==> src/rtl/core/spwm_pkg.sv <==
// ----------------------------------------------------------------------------
// spwm_pkg: shared types and constants for the relay pwm driver
// Level and duty widths, period constants and mode codes.
// ----------------------------------------------------------------------------
package spwm_pkg;

  // payload types
  typedef logic signed [15:0] level_t;
  typedef logic [6:0]         ticks_t;
  typedef logic [1:0]         mode_t;

  // period and clamp constants
  localparam int unsigned LevelLimit  = 1000;
  localparam int unsigned DutyShift   = 3;
  localparam ticks_t      PERIOD_TICKS = 7'd125;

  // mode codes
  localparam mode_t MODE_OFF      = 2'd0;
  localparam mode_t MODE_ON       = 2'd1;
  localparam mode_t MODE_DISABLED = 2'd2;

  // duty on-ticks from the controller level: |level| clamped, then shifted
  function automatic ticks_t duty_from_level(level_t level);
    logic [16:0] mag;
    logic [16:0] lim;
    mag = level[15] ? (17'h10000 - {1'b0, level}) : {1'b0, level};
    lim = (mag > 17'(LevelLimit)) ? 17'(LevelLimit) : mag;
    return ticks_t'(lim >> DutyShift);
  endfunction

endpackage

==> src/rtl/core/spwm_in_if.sv <==
// ----------------------------------------------------------------------------
// spwm_in_if: tick channel into the relay pwm driver
// Valid/ready channel carrying the controller level and the power flag.
// ----------------------------------------------------------------------------
interface spwm_in_if import spwm_pkg::*; ();
  logic   valid;
  logic   ready;
  level_t drive_level;
  logic   power_on;

  modport source (output valid, output drive_level, output power_on, input ready);
  modport sink   (input valid, input drive_level, input power_on, output ready);
endinterface

==> src/rtl/core/spwm_out_if.sv <==
// ----------------------------------------------------------------------------
// spwm_out_if: result channel out of the relay pwm driver
// Valid/ready channel carrying the relay drive and the current mode.
// ----------------------------------------------------------------------------
interface spwm_out_if import spwm_pkg::*; ();
  logic  valid;
  logic  ready;
  logic  relay_on;
  mode_t mode_now;

  modport source (output valid, output relay_on, output mode_now, input ready);
  modport sink   (input valid, input relay_on, input mode_now, output ready);
endinterface

==> src/rtl/core/slow_pwm_relay_driver_core.sv <==
// Path: a tick transfer loads the input register; the result register is loaded from it when
// the result side can take it, and the result transfer leaves from the result register.
// Throughput: one tick per cycle while the result side keeps taking transfers.
// The mode/timer update sits between the input register and the result register.
// Reset: mode is on, both timers are zero, both pipeline stages are empty.
// ----------------------------------------------------------------------------
// slow_pwm_relay_driver_core: time-proportioning relay drive
// Each tick turns the controller level into 0..125 on-ticks of a 125-tick
// period and steps an off/on/disabled mode machine with two down timers.
// ----------------------------------------------------------------------------
module slow_pwm_relay_driver_core import spwm_pkg::*; (
  input  logic             clk_i,
  input  logic             rst_ni,
  spwm_in_if.sink          in_i,
  spwm_out_if.source       out_o
);

  // input stage
  logic   s1_vld_q;
  ticks_t s1_duty_q;
  logic   s1_pwr_q;

  // mode machine state
  mode_t  mode_q, mode_d;
  ticks_t low_q, low_d;
  ticks_t high_q, high_d;

  // result stage
  logic   out_vld_q;
  logic   relay_q, relay_d;
  mode_t  mode_out_q;

  logic   in_fire;
  logic   s2_rdy;
  logic   s2_fire;
  ticks_t low_time;

  // handshake flow
  assign s2_rdy     = !out_vld_q || out_o.ready;
  assign s2_fire    = s1_vld_q && s2_rdy;
  assign in_i.ready = !s1_vld_q || s2_rdy;
  assign in_fire    = in_i.valid && in_i.ready;

  // input register: valid flag
  always_ff @(posedge clk_i or negedge rst_ni) begin
    if (!rst_ni) begin
      s1_vld_q <= 1'b0;
    end else if (in_fire) begin
      s1_vld_q <= 1'b1;
    end else if (s2_fire) begin
      s1_vld_q <= 1'b0;
    end
  end

  // input register: payload, duty worked out on the way in
  always_ff @(posedge clk_i) begin
    if (in_fire) begin
      s1_duty_q <= duty_from_level(in_i.drive_level);
      s1_pwr_q  <= in_i.power_on;
    end
  end

  assign low_time = PERIOD_TICKS - s1_duty_q;

  // mode machine next state
  always_comb begin
    mode_d  = mode_q;
    low_d   = low_q;
    high_d  = high_q;
    relay_d = 1'b0;
    case (mode_q)
      MODE_OFF: begin
        if (!s1_pwr_q) begin
          mode_d = MODE_DISABLED;
        end else if (low_q == '0) begin
          high_d = s1_duty_q;
          if (s1_duty_q != '0) mode_d = MODE_ON;
        end else begin
          low_d = low_q - 7'd1;
        end
      end
      MODE_ON: begin
        relay_d = 1'b1;
        if (!s1_pwr_q) begin
          mode_d = MODE_DISABLED;
        end else if (high_q == '0) begin
          low_d = low_time;
          if (low_time != '0) mode_d = MODE_OFF;
        end else begin
          high_d = high_q - 7'd1;
        end
      end
      default: begin
        if (s1_pwr_q) mode_d = MODE_ON;
      end
    endcase
  end

  // mode machine state registers
  always_ff @(posedge clk_i or negedge rst_ni) begin
    if (!rst_ni) begin
      mode_q <= MODE_ON;
      low_q  <= '0;
      high_q <= '0;
    end else if (s2_fire) begin
      mode_q <= mode_d;
      low_q  <= low_d;
      high_q <= high_d;
    end
  end

  // result register: valid flag
  always_ff @(posedge clk_i or negedge rst_ni) begin
    if (!rst_ni) begin
      out_vld_q <= 1'b0;
    end else if (s2_rdy) begin
      out_vld_q <= s1_vld_q;
    end
  end

  // result register: payload
  always_ff @(posedge clk_i) begin
    if (s2_fire) begin
      relay_q    <= relay_d;
      mode_out_q <= mode_d;
    end
  end

  assign out_o.valid    = out_vld_q;
  assign out_o.relay_on = relay_q;
  assign out_o.mode_now = mode_out_q;

`ifndef ASSERT_OFF
  // relay reflects the mode held when the tick was processed
  a_relay_mode: assert property (@(posedge clk_i) disable iff (!rst_ni)
    s2_fire |=> (relay_q == ($past(mode_q) == MODE_ON)))
    else $error("relay output does not match entry mode");

  // loss of power always lands in disabled
  a_power_loss: assert property (@(posedge clk_i) disable iff (!rst_ni)
    (s2_fire && !s1_pwr_q) |=> (mode_q == MODE_DISABLED && mode_out_q == MODE_DISABLED))
    else $error("power loss did not disable the relay");

  // full duty with power keeps the relay on
  a_full_duty: assert property (@(posedge clk_i) disable iff (!rst_ni)
    (s2_fire && s1_pwr_q && mode_q == MODE_ON && s1_duty_q == PERIOD_TICKS)
      |=> (mode_q == MODE_ON))
    else $error("full duty left on mode");

  // timers stay within one period
  a_timer_range: assert property (@(posedge clk_i) disable iff (!rst_ni)
    (low_q <= PERIOD_TICKS) && (high_q <= PERIOD_TICKS))
    else $error("timer beyond period");
`endif

endmodule
==> src/flat_wrapper.sv <==
// flat-port wrapper written by rule: the top's interface ports become plain ports
module slow_pwm_relay_driver_core_flat import spwm_pkg::*;
  (clk_i, rst_ni, in_i_valid, in_i_drive_level, in_i_power_on, in_i_ready, out_o_valid, out_o_relay_on, out_o_mode_now, out_o_ready);
  spwm_in_if in_i_i ();
  spwm_out_if out_o_i ();
  input  logic clk_i;
  input  logic rst_ni;
  input wire logic [$bits(in_i_i.valid)-1:0] in_i_valid;
  input wire logic [$bits(in_i_i.drive_level)-1:0] in_i_drive_level;
  input wire logic [$bits(in_i_i.power_on)-1:0] in_i_power_on;
  output wire logic [$bits(in_i_i.ready)-1:0] in_i_ready;
  output wire logic [$bits(out_o_i.valid)-1:0] out_o_valid;
  output wire logic [$bits(out_o_i.relay_on)-1:0] out_o_relay_on;
  output wire logic [$bits(out_o_i.mode_now)-1:0] out_o_mode_now;
  input wire logic [$bits(out_o_i.ready)-1:0] out_o_ready;
  assign in_i_i.valid = in_i_valid;
  assign in_i_i.drive_level = in_i_drive_level;
  assign in_i_i.power_on = in_i_power_on;
  assign in_i_ready = in_i_i.ready;
  assign out_o_valid = out_o_i.valid;
  assign out_o_relay_on = out_o_i.relay_on;
  assign out_o_mode_now = out_o_i.mode_now;
  assign out_o_i.ready = out_o_ready;
  slow_pwm_relay_driver_core u_core (.clk_i(clk_i), .rst_ni(rst_ni), .in_i(in_i_i), .out_o(out_o_i));
endmodule
==> config.mk <==
export PLATFORM = sky130hd
export DESIGN_NAME = slow_pwm_relay_driver_core_flat
export DESIGN_NICKNAME = d
export VERILOG_FILES = /design/src/rtl/core/spwm_pkg.sv /design/src/rtl/core/spwm_in_if.sv /design/src/rtl/core/spwm_out_if.sv /design/src/rtl/core/slow_pwm_relay_driver_core.sv /design/src/flat_wrapper.sv
export SDC_FILE = /design/constraint.sdc
export NUM_CORES = 1
export LEC_CHECK = 0
export ABC_AREA = 1
export BUFFER_PORTS_ARGS = -buffer_cell sky130_fd_sc_hd__clkbuf_2
export CORE_MARGIN = 2
export CORE_UTILIZATION = 30
export DETAILED_ROUTE_END_ITERATION = 8
export HOLD_SLACK_MARGIN = 0.05
export PLACE_DENSITY = 0.53
export SETUP_SLACK_MARGIN = 0.3
export SKIP_LAST_GASP = 1
export SYNTH_ARGS = -nofsm -noshare
export SYNTH_HDL_FRONTEND = slang
export SYNTH_SLANG_ARGS = --single-unit
==> constraint.sdc <==
create_clock -name clk_i -period 1.4 [get_ports clk_i]
set_input_delay 0.14 -clock clk_i [delete_from_list [all_inputs] [get_ports clk_i]]
set_output_delay 0.14 -clock clk_i [all_outputs]
set_load 0.02 [all_outputs]
==> metrics.csv <==
stage;metric;value;unit
drt;routed_wirelength;5960;µm
timing;fmax;655;MHz
synthesis;synth_edf_count;11;
critical_path;crit_type;register to register;
synthesis;synth_cell_types;37;
timing;hold_viol_final;0;
timing;fin_crit;1.53;ns
status;status;complete, but fails checks;
pwr;peakVddDrop;0.000571;V
placement;place_inst;514;
layout;drive_above_1_share;45.4;%
pwr;finalPower;4580;µW
pwr;powerDensity;1270;nW/µm²
clock_tree;clock_latency;0.29;ns
die;die-area;8210;µm²
clock_tree;ctsHtreeMaxLevel;2;
timing;whs;0.103;ns
synthesis;yosysTopAreaCell;dfrtp_1;
synthesis;synth-seq-area-share;34.8;%
timing;slew_headroom;67.6;%
drt;num_vias;2434;
die;rows;31;
timing;rsz0062_at_grt;true;
global_routing;antenna_found_initial;0;
clock_tree;cts_tree;done;
synthesis;yosys_warnings;0;
timing;skew;0.0125;ns
die;pin_count;26;
timing;worst_slack;-0.126;ns
clock_tree;clock_sinks;29;
layout;insertedDiodeCount;0;
layout;final_nets;466;
die;die_w;90.6;µm
drt;drt_iter0_markers;56;
hold_path;hold_depth;3;
die;core;7250;µm²
synthesis;yosysTopAreaCellShare;18.9;%
critical_path;cp.arrival;1.70;ns
drt;ant_nets;0;
layout;multiInputGateArea;1540;µm²
layout;ff_latch_area;783;µm²
die;die_h;90.6;µm
critical_path;startpoint_type;register;
clock_tree;cts_buffer_depth;2;
synthesis;synthCells;330;
global_routing;grt_use_total;14.4;%
timing;min_period_over_period;109;%
synthesis;synth-seq-cells;29;
timing;slew_violations;0;
synthesis;synth_nets;356;
synthesis;avgSynthCellArea;6.82;µm²
critical_path;critPathMaxFanout;6;
hold_path;hold_path_class;primary input to register;
critical_path;critPathCaptureType;register;
synthesis;synth_ff_type;dfrtp_1;
drt;first_pass_iters;4;
placement;dp_hpwl;4380;µm
synthesis;synth.most_common_cell;nand2_1;
pwr;p_leak;0.00174;µW
drt;avgViaCountPerCell;4.51;
global_routing;grt_pass1_vias;2346;
die;initial_core_util;31.0;%
synthesis;netlist_top_cells_count;92 x nand2_1, 45 x inv_1, 36 x nand3_1, 31 x nor2_1, 22 x o21ai_0;
synthesis;async_flop_share;62.1;%
clock_tree;clk_pin_slew;0.07;ns
global_routing;grt_pass1_wl;10000;µm
clock_tree;numCtsBuffers;5;
layout;fillers;733;
global_routing;grt-ovfl-total;0;
layout;fin_cells;540;
global_routing;grt_max_degree;19;
clock_tree;root_buffer;clkbuf_8;
drt;wl_per_cell;11.0;µm
layout;syn2layout_area_growth;59.9;%
critical_path;cp.required;1.57;ns
placement;pre_cts_ws;-0.277;ns
placement;gp_congestion;0.801;
timing;setup_viol;16;
synthesis;synth_area_leaders;dfrtp_1 19%, nand2_1 15%, edfxtp_1 15%, nand3_1 8.0%, inv_1 7.5%;
status;violations;setup timing;
drt;drc;0;
critical_path;r2r_cells;10;
placement;io_buffer_count;25;
timing;tightest_slew;0.487;ns
synthesis;synth_area;2250;µm²
job;maxCapViolCount;0;
-- power by group --
| part | internal [µW] | switching, µW | leakage [µW] | total, µW |
|---|---|---|---|---|
| Combinational | 1260 | 1280 | 0.00139 | 2540 |
| Sequential | 1160 | 186 | 0.000304 | 1340 |
| Clock | 343 | 352 | 0.0000439 | 695 |
| Total | 2760 | 1820 | 0.00174 | 4580 |
-- flip-flops by register name, indices dropped and copies added (netlist names) --
| name | count |
|---|---|
| u_core.out_o.mode_now | 2 |
| u_core.high_q | 7 |
| u_core.s1_pwr_q | 1 |
| u_core.out_o.valid | 1 |
| u_core.s1_duty_q | 7 |
| u_core.mode_q | 2 |
| u_core.low_q | 7 |
| u_core.out_o.relay_on | 1 |
| u_core.s1_vld_q | 1 |
-- layout make-up --
type / count / share of cell area, %
Clock inverter: 3 / 0.487
Sequential cell: 29 / 21.8
Clock buffer: 5 / 1.91
Timing Repair Buffer: 108 / 23.1
Tap cell: 99 / 3.44
Timing Repair inverter: 1 / 0.174
Multi-Input combinational cell: 246 / 42.9
Inverter: 49 / 6.16
-- critical path, stage by stage (launching register included) --
cell and delay, ns:
dfrtp_1 0.39, inv_2 0.08, ha_4 0.15, nand2_4 0.06, inv_4 0.06, nand3_4 0.10
o21ai_4 0.17, nand3_4 0.13, buf_4 0.15, nand2_1 0.05, o21ai_0 0.07
-- placed cells by master (no fill, tap or decap), types with 11 or more instances in the layout --
master	instances
nor2_1	24
edfxtp_1	11
nand2_2	12
inv_1	33
buf_4	75
nand3_1	25
clkbuf_2	19
nand2_1	80
dfrtp_1	16
o21ai_0	17
-- repair_timing --
action | in CTS | in global routing
pin swaps | 18 | 10
gates resized for setup | 34 | 46
cloned | 0 | 1
endpoints found under the hold margin | 18 | 0
hold buffers | 2 | 0
setup endpoints to repair | 33 | 34
setup buffers | 10 | 5
-- routing by layer --
metal | share of wire, % | track usage, % | vias to the layer above
met1 | 45 | 17.9 | 1117
met3 | 2.0 | 2.34 | 6
met5 | 0 | 0 | -
met4 | 0.91 | 3.33 | 0
li1 | - | - | 1283
met2 | 52 | 25.9 | 28
-- cell families after synthesis --
logic type / Yosys count / share of synthesized area, %
AOI/OAI and AO/OA: 49 / 12.8
xor gates and xnor gates: 5 / 1.95
adders and majority gates: 5 / 2.78
buffers and inverters: 55 / 9.95
DFF: 29 / 34.8
and+or+nand+nor: 187 / 37.7
-- metrics by stage --
step / instance area [µm²] / setup TNS (ns) / util (%)
3_5_place_dp: 3070 / -3.52 / 42.3
5_1_grt: 3600 / -3.27 / 49.6
6_report: 3600 / -1.40 / 49.6
4_1_cts: 3400 / -1.11 / 46.8
2_1_floorplan: 2380 / -0.0632 / -
3_3_place_gp: 3070 / -3.20 / 42.3
-- path summary, 6_finish.rpt --
check	start	endpoint	slack, ns
worst max-delay path	u_core.high_q[1]	u_core.low_q[4]	-0.13
worst min-delay path	in_i_valid	u_core.s1_vld_q	0.10
worst max register to register	u_core.high_q[1]	u_core.low_q[4]	-0.13
worst min register to register	u_core.s1_vld_q	u_core.out_o.valid	0.51
max in group asynchronous	rst_ni	u_core.out_o.valid	0.71
min in group asynchronous	rst_ni	u_core.mode_q[1]	0.34
(Power assumes the default switching activity.)
